$ cat config.mk
export PLATFORM = sky130hd
export DESIGN_NAME = synth_control_byte_parser
export DESIGN_NICKNAME = d
export VERILOG_FILES = /design/src/design/scbp_pkg.sv /design/src/design/scbp_voice_alloc.sv /design/src/design/synth_control_byte_parser.sv
export SDC_FILE = /design/constraint.sdc
export NUM_CORES = 1
export LEC_CHECK = 0
export BUFFER_PORTS_ARGS = -buffer_cell sky130_fd_sc_hd__buf_4
export CAP_MARGIN = 20
export CORE_AREA = 4 4 117 119
export CTS_CLUSTER_SIZE = 25
export DETAILED_ROUTE_END_ITERATION = 10
export DIE_AREA = 0 0 121 123
export MAX_ROUTING_LAYER = met4
export PLACE_DENSITY = 0.54
export SETUP_SLACK_MARGIN = 0.3
export SYNTH_ARGS = -nofsm -noshare
export SYNTH_HDL_FRONTEND = slang
export SYNTH_HIERARCHICAL = 1
export SYNTH_SLANG_ARGS = --single-unit
$ cat constraint.sdc
create_clock -name clk -period 3.85 [get_ports clk]
set_input_delay 0.77 -clock clk [delete_from_list [all_inputs] [get_ports clk]]
set_output_delay 0.77 -clock clk [all_outputs]
set_load 0.02 [all_outputs]
$ cat src/design/scbp_pkg.sv
// Shared types and codes for the synth control byte parser.
`timescale 1ns / 1ps
`default_nettype none

package scbp_pkg;

	localparam int NUM_VOICES_DEF = 4;

	localparam int BYTE_W   = 8;
	localparam int DATA_W   = 7;
	localparam int MOD_W    = 3;
	localparam int PARAM_W  = 4;
	localparam int TGT_W    = 5;
	localparam int VOICE_W  = 2;

	typedef enum logic [1:0] {
		PH_IDLE,
		PH_DATA1,
		PH_DATA2,
		PH_DATA3
	} phase_t;

	// module codes from the header
	localparam logic [MOD_W-1:0] MOD_OSC = 3'd0;
	localparam logic [MOD_W-1:0] MOD_KBD = 3'd1;
	localparam logic [MOD_W-1:0] MOD_LFO = 3'd2;
	localparam logic [MOD_W-1:0] MOD_ENV = 3'd3;
	localparam logic [MOD_W-1:0] MOD_FX  = 3'd4;
	localparam logic [MOD_W-1:0] MOD_EQ  = 3'd5;

	// parameter codes and highest valid parameter per module
	localparam logic [PARAM_W-1:0] KBD_KEY       = 4'd0;
	localparam logic [PARAM_W-1:0] KBD_OCTAVE    = 4'd1;
	localparam logic [PARAM_W-1:0] OSC_PARAM_MAX = 4'd3;
	localparam logic [PARAM_W-1:0] LFO_PARAM_MAX = 4'd2;
	localparam logic [PARAM_W-1:0] ENV_PARAM_MAX = 4'd3;
	localparam logic [PARAM_W-1:0] FX_PARAM_MAX  = 4'd2;

	// written-parameter targets
	localparam logic [TGT_W-1:0] TGT_OSC_BASE  = 5'd0;
	localparam logic [TGT_W-1:0] TGT_KEY       = 5'd4;
	localparam logic [TGT_W-1:0] TGT_GATE      = 5'd5;
	localparam logic [TGT_W-1:0] TGT_OCTAVE    = 5'd6;
	localparam logic [TGT_W-1:0] TGT_LFO_BASE  = 5'd7;
	localparam logic [TGT_W-1:0] TGT_ENV_BASE  = 5'd10;
	localparam logic [TGT_W-1:0] TGT_FX_BASE   = 5'd14;
	localparam logic [TGT_W-1:0] TGT_EQ_CENTRE = 5'd17;
	localparam logic [TGT_W-1:0] TGT_EQ_GAIN   = 5'd18;
	localparam logic [TGT_W-1:0] TGT_EQ_Q      = 5'd19;

	typedef struct packed {
		logic              en;
		logic [DATA_W-1:0] key;
	} key_req_t;

	typedef struct packed {
		logic [TGT_W-1:0]   target;
		logic [VOICE_W-1:0] voice;
		logic               all_voices;
		logic [PARAM_W-1:0] band;
		logic [DATA_W-1:0]  data_value;
		logic               eq_apply;
	} result_t;

endpackage

`default_nettype wire

$ cat src/design/scbp_voice_alloc.sv
// Voice slot table: key match search and round-robin slot assignment.
`timescale 1ns / 1ps
`default_nettype none

module scbp_voice_alloc
	import scbp_pkg::*;
#(
	parameter int NUM_VOICES = NUM_VOICES_DEF,
	localparam int VW = $clog2(NUM_VOICES)
) (
	input  wire logic          clk,
	input  wire logic          arst_n,
	input  wire key_req_t      key_req,
	output logic      [VW-1:0] assign_voice,
	output logic      [VW-1:0] cur_voice
);

	logic [DATA_W-1:0] keys_q [NUM_VOICES];
	logic [VW-1:0]     cur_voice_q;
	logic [NUM_VOICES-1:0] match;
	logic [VW-1:0]     hit_idx;
	logic [VW-1:0]     next_idx;
	logic              found;

	always_comb begin
		for (int i = 0; i < NUM_VOICES; i++) begin
			match[i] = (keys_q[i] == key_req.key);
		end
	end

	// lowest matching slot wins
	always_comb begin
		hit_idx = '0;
		for (int i = NUM_VOICES - 1; i >= 0; i--) begin
			if (match[i]) begin
				hit_idx = VW'(i);
			end
		end
	end

	assign found    = |match;
	assign next_idx = (cur_voice_q == VW'(NUM_VOICES - 1)) ? '0 : cur_voice_q + VW'(1);

	assign assign_voice = found ? hit_idx : next_idx;
	assign cur_voice    = cur_voice_q;

	always_ff @(posedge clk or negedge arst_n) begin
		if (!arst_n) begin
			cur_voice_q <= '0;
			for (int i = 0; i < NUM_VOICES; i++) begin
				keys_q[i] <= '0;
			end
		end else if (key_req.en) begin
			cur_voice_q <= assign_voice;
			// claim the next slot on a miss
			if (!found) begin
				keys_q[next_idx] <= key_req.key;
			end
		end
	end

endmodule

`default_nettype wire

$ cat src/design/synth_control_byte_parser.sv
// Top level of the synth control byte parser: header decode, data phases, result register.
//
//  channel | dir | signals                    | request
//  --------+-----+----------------------------+------------------------------------------
//  s_      | in  | s_tvalid s_tready s_tdata  | one control byte
//  m_      | out | m_tvalid m_tready m_tdata  | one parameter write, target in m_tuser
//              |     |   m_tuser                  |
//
//  One byte is accepted per cycle while s_tready is high; its result is in the output register from the next cycle.
//  The phase register and the voice slot table are updated on the same clock edge that accepts the byte.
//  s_tready drops only while a held result waits on m_tready.
//  arst_n clears phase, header fields, voice keys and the round-robin pointer at once.
`timescale 1ns / 1ps
`default_nettype none

module synth_control_byte_parser
	import scbp_pkg::*;
#(
	parameter int NUM_VOICES = NUM_VOICES_DEF
) (
	input  wire logic        clk,
	input  wire logic        arst_n,
	input  wire logic        s_tvalid,
	output logic             s_tready,
	input  wire logic [7:0]  s_tdata,  // [7:0] ctrl_byte
	output logic             m_tvalid,
	input  wire logic        m_tready,
	// [1:0] voice, [2] all_voices, [6:3] band, [13:7] data_value, [14] eq_apply, [15] zero
	output logic      [15:0] m_tdata,
	output logic      [4:0]  m_tuser   // [4:0] target
);

	localparam int VW = $clog2(NUM_VOICES);

	phase_t             phase_q, phase_d;
	logic [MOD_W-1:0]   mod_q, mod_d;
	logic [PARAM_W-1:0] param_q, param_d;

	logic               s_accept;
	logic               is_header;
	logic [DATA_W-1:0]  data;
	key_req_t           key_req;
	logic [VW-1:0]      assign_voice;
	logic [VW-1:0]      cur_voice;

	result_t            res;
	logic               res_valid;
	result_t            res_q;
	logic               m_tvalid_q;

	assign s_tready  = !m_tvalid_q || m_tready;
	assign s_accept  = s_tvalid && s_tready;
	assign is_header = s_tdata[BYTE_W-1];
	assign data      = s_tdata[DATA_W-1:0];

	assign key_req.en  = s_accept && !is_header && (phase_q == PH_DATA1) &&
	                     (mod_q == MOD_KBD) && (param_q == KBD_KEY);
	assign key_req.key = data;

	scbp_voice_alloc #(
		.NUM_VOICES (NUM_VOICES)
	) u_voice_alloc (
		.clk          (clk),
		.arst_n       (arst_n),
		.key_req      (key_req),
		.assign_voice (assign_voice),
		.cur_voice    (cur_voice)
	);

	// next phase and header fields
	always_comb begin
		phase_d = phase_q;
		mod_d   = mod_q;
		param_d = param_q;
		if (phase_q == PH_IDLE) begin
			if (is_header) begin
				mod_d   = s_tdata[6:4];
				param_d = s_tdata[3:0];
				phase_d = PH_DATA1;
			end
		end else if (!is_header) begin
			case (mod_q)
				MOD_OSC, MOD_LFO, MOD_ENV, MOD_FX: begin
					phase_d = PH_IDLE;
				end
				MOD_KBD: begin
					if (param_q == KBD_KEY) begin
						phase_d = (phase_q == PH_DATA1) ? PH_DATA2 : PH_IDLE;
					end else if (param_q == KBD_OCTAVE) begin
						phase_d = PH_IDLE;
					end
					// other keyboard parameters hold data mode
				end
				MOD_EQ: begin
					case (phase_q)
						PH_DATA1: phase_d = PH_DATA2;
						PH_DATA2: phase_d = PH_DATA3;
						default:  phase_d = PH_IDLE;
					endcase
				end
				default: begin
					phase_d = phase_q;
				end
			endcase
		end
	end

	// result fields
	always_comb begin
		res            = '0;
		res.data_value = data;
		res_valid      = 1'b0;
		if (phase_q != PH_IDLE && !is_header) begin
			case (mod_q)
				MOD_OSC: begin
					res_valid      = (param_q <= OSC_PARAM_MAX);
					res.target     = TGT_OSC_BASE + TGT_W'(param_q);
					res.all_voices = 1'b1;
				end
				MOD_KBD: begin
					if (param_q == KBD_KEY) begin
						if (phase_q == PH_DATA1) begin
							res_valid  = 1'b1;
							res.target = TGT_KEY;
							res.voice  = VOICE_W'(assign_voice);
						end else if (phase_q == PH_DATA2) begin
							res_valid  = 1'b1;
							res.target = TGT_GATE;
							res.voice  = VOICE_W'(cur_voice);
						end
					end else if (param_q == KBD_OCTAVE) begin
						res_valid      = 1'b1;
						res.target     = TGT_OCTAVE;
						res.all_voices = 1'b1;
					end
				end
				MOD_LFO: begin
					res_valid  = (param_q <= LFO_PARAM_MAX);
					res.target = TGT_LFO_BASE + TGT_W'(param_q);
				end
				MOD_ENV: begin
					res_valid      = (param_q <= ENV_PARAM_MAX);
					res.target     = TGT_ENV_BASE + TGT_W'(param_q);
					res.all_voices = 1'b1;
				end
				MOD_FX: begin
					res_valid  = (param_q <= FX_PARAM_MAX);
					res.target = TGT_FX_BASE + TGT_W'(param_q);
				end
				MOD_EQ: begin
					res_valid = 1'b1;
					res.band  = param_q;
					case (phase_q)
						PH_DATA1: res.target = TGT_EQ_CENTRE;
						PH_DATA2: res.target = TGT_EQ_GAIN;
						default: begin
							res.target   = TGT_EQ_Q;
							res.eq_apply = 1'b1;
						end
					endcase
				end
				default: begin
					res_valid = 1'b0;
				end
			endcase
		end
	end

	always_ff @(posedge clk or negedge arst_n) begin
		if (!arst_n) begin
			phase_q <= PH_IDLE;
			mod_q   <= '0;
			param_q <= '0;
		end else if (s_accept) begin
			phase_q <= phase_d;
			mod_q   <= mod_d;
			param_q <= param_d;
		end
	end

	always_ff @(posedge clk or negedge arst_n) begin
		if (!arst_n) begin
			m_tvalid_q <= 1'b0;
		end else if (s_accept) begin
			m_tvalid_q <= res_valid;
		end else if (m_tready) begin
			m_tvalid_q <= 1'b0;
		end
	end

	// hold payload until a new request overwrites it
	always_ff @(posedge clk) begin
		if (s_accept && res_valid) begin
			res_q <= res;
		end
	end

	assign m_tvalid = m_tvalid_q;
	assign m_tuser  = res_q.target;
	assign m_tdata  = {1'b0, res_q.eq_apply, res_q.data_value, res_q.band,
	                   res_q.all_voices, res_q.voice};

endmodule

`default_nettype wire

==> out/metrics.yaml <==
crit_arrival_ns: 2.81
path_clk_slew_ns: 0.05
hp-class: "in -> async"
stdcell_area_mm2: 0.00418
clk_latency_ns: 0.33
crit_end: "u_voice_alloc/keys_q[17]"
syn_area_mm2: 0.00350
setup_viol: 0
core-area_mm2: 0.0126
htreeDepth: 3
slew_violations: 0
ys_types: 51
syn-num-nets: 315
rsz0062_at_grt: "false"
area_growth_pct: 19.5
powerDensity_mw_per_mm2: 636
layout.nets: 347
antenna_cells: 0
cts_tree: "built"
synthFlopType: "dfrtp_1"
power.leakage_nw: 1.78
grt_overflow_total: 0
synth_area_per_cell_um2: 12.2
numCtsBuffers: 9
crit_required_ns: 4.06
io_buffers: 33
synth_area_leaders: "dfrtp_1, edfxtp_1, mux2_4"
die_y_um: 123
synth_area_leader_cell: "dfrtp_1"
rows: 41
grt_max_degree: 41
avgViaCountPerCell: 4.51
start_util_pct: 27.8
ys_top_cells_by_count: "dfrtp_1, mux2_4, nand2_1, edfxtp_1, nor2_1"
vdd_ir_drop_max_v: 0.000260
place_congestion: 0.822
layout-drive-gt1-share_pct: 30.9
total_power_mw: 2.66
num_vias: 2235
track_usage_pct: 10.7
io_pins: 35
antenna_left: 0
fin_util_pct: 33.3
cts_hold_buf: 0
holdWs_ns: 0.416
tightest_slew_ns: 0.831
rr_worst_depth: 9
worstSetupStartpointType: "primary input"
timing.slew.headroom_pct: 44.3
ys_warn_count: 6
critPathCaptureType: "register"
synth_seq_cells: 60
critPathMaxFanout: 10
dieWidth_um: 121
remaining_drc_errors: 0
cap_viol_max_count: 0
setup.worst_path.start: "s_tdata[1]"
fin_skew_ns: 0.00812
tns_ns: 0
antenna_found_initial: 0
async_flop_share_pct: 66.7
yosysSeqAreaShare_pct: 45.8
dpl_cell_area_mm2: 0.00388
min_period_ns: 2.60
grt_pass1_vias: 2254
drtPass1Iterations: 4
drt_iter0_markers: 166
routed_wl_mm: 7.20
hold_violations: 0
cts.repair.resized: 0
status: "complete, no violations"
syn_inst: 287
r2r-end: "u_voice_alloc/keys_q[26]"
cts_setup_buffers: 0
clockBufferDepth: 2
synth_edf_count: 20
dpl.hpwl_mm: 5.07
wl_per_cell_um: 14.5
cts_sinks: 60
reg2reg_slack_ns: 1.39
clock.fmax_ghz: 0.385
cts-root-buf: "clkbuf_16"
min_period_over_period_pct: 67.4
rr_startpoint: "param_q[1]"
yosysTopAreaCellShare_pct: 28.6
grt_first_pass_wirelength_mm: 11.8
critPathKind: "in -> reg"
die-area_mm2: 0.0149
synth.most_common_cell: "dfrtp_1"
kinds of logic after synthesis:
logic type | Yosys count | share of synthesized area, %
buffers and inverters | 29 | 4.87
DFF | 60 | 45.8
xor gates and xnor gates | 32 | 8.02
AOI/OAI and AO/OA | 30 | 5.66
adders and majority gates | 16 | 5.94
and+or+nand+nor | 77 | 13.1
muxes | 42 | 16.5
other | 1 | 0.107
placed cells by master (no fill, tap or decap), drive strengths merged, types with 3 or more instances in the layout:
cell / synthesis / routed
dfrtp: 40 / 40
mux2: 37 / 37
buf: 10 / 36
nor2: 24 / 24
nand2: 22 / 22
edfxtp: 20 / 20
xor2: 16 / 16
xnor2: 16 / 16
ha: 15 / 15
inv: 14 / 15
clkbuf: 5 / 9
a21oi: 8 / 8
o21ai: 7 / 7
nand4: 6 / 6
nor4: 6 / 6
mux2i: 5 / 5
nand2b: 3 / 3
clkinvlp: 0 / 3
metrics by stage:
| stage | setup slack (ns) | instances |
|---|---|---|
| floorplan | 0.982 | 287 |
| global placement | 0.914 | 480 |
| detailed placement | 0.879 | 480 |
| CTS | 1.24 | 496 |
| global route | 1.10 | 496 |
| finish | 1.25 | 496 |
flip-flops by register name, summed over array words and instances (netlist names):
| name | cells |
|---|---|
| phase_q | 2 |
| u_voice_alloc/keys_q | 28 |
| mod_q | 3 |
| u_voice_alloc/cur_voice | 2 |
| m_tvalid | 1 |
| m_tdata | 15 |
| m_tuser | 5 |
| param_q | 4 |
per-layer routing:
| metal | GRT usage (%) | vias up | part of all wire [%] | wire length (um) |
|---|---|---|---|---|
| li1 | - | 1063 | - | - |
| met4 | 4.53 | 0 | 1.7 | 120 |
| met3 | 3.66 | 12 | 4.9 | 351 |
| met5 | - | - | 0 | 0 |
| met2 | 17.8 | 44 | 51 | 3670 |
| met1 | 11.8 | 1116 | 42 | 3060 |
worst max-delay path: stages:
cell and delay (ns):
buf_4 0.17, xnor2_1 0.14, nand4_1 0.12, nor4_2 0.07, nand4bb_1 0.75, nor2_8 0.45, mux2_4 0.33
layout make-up:
type / count / area [um^2]
Fill cell: 1254 / 8390
Clock buffer: 9 / 225
Inverter: 14 / 52.6
Timing Repair Buffer: 36 / 270
Sequential cell: 60 / 1600
Clock inverter: 7 / 75.1
Multi-Input combinational cell: 198 / 1740
Tap cell: 172 / 215
power breakdown:
part	leakage, nW	switching, mW	total [mW]	internal [mW]
Sequential	0.717	0.147	0.933	0.785
Combinational	0.925	0.506	0.923	0.417
Clock	0.138	0.300	0.802	0.502
Total	1.78	0.954	2.66	1.70
how the worst min path moves through the flow:
stage | start | slack, ns | depth (start not counted) | end
global placement | u_voice_alloc/keys_q[6] | 0.52 | 1 | u_voice_alloc/keys_q[6]
global route | arst_n | 0.46 | 1 | u_voice_alloc/keys_q[20]
floorplan | arst_n | 0.47 | 0 | m_tvalid
detailed placement | u_voice_alloc/keys_q[4] | 0.52 | 1 | u_voice_alloc/keys_q[4]
CTS | arst_n | 0.43 | 1 | u_voice_alloc/keys_q[20]
finish | arst_n | 0.42 | 1 | u_voice_alloc/keys_q[23]
(Power assumes the default switching activity.)
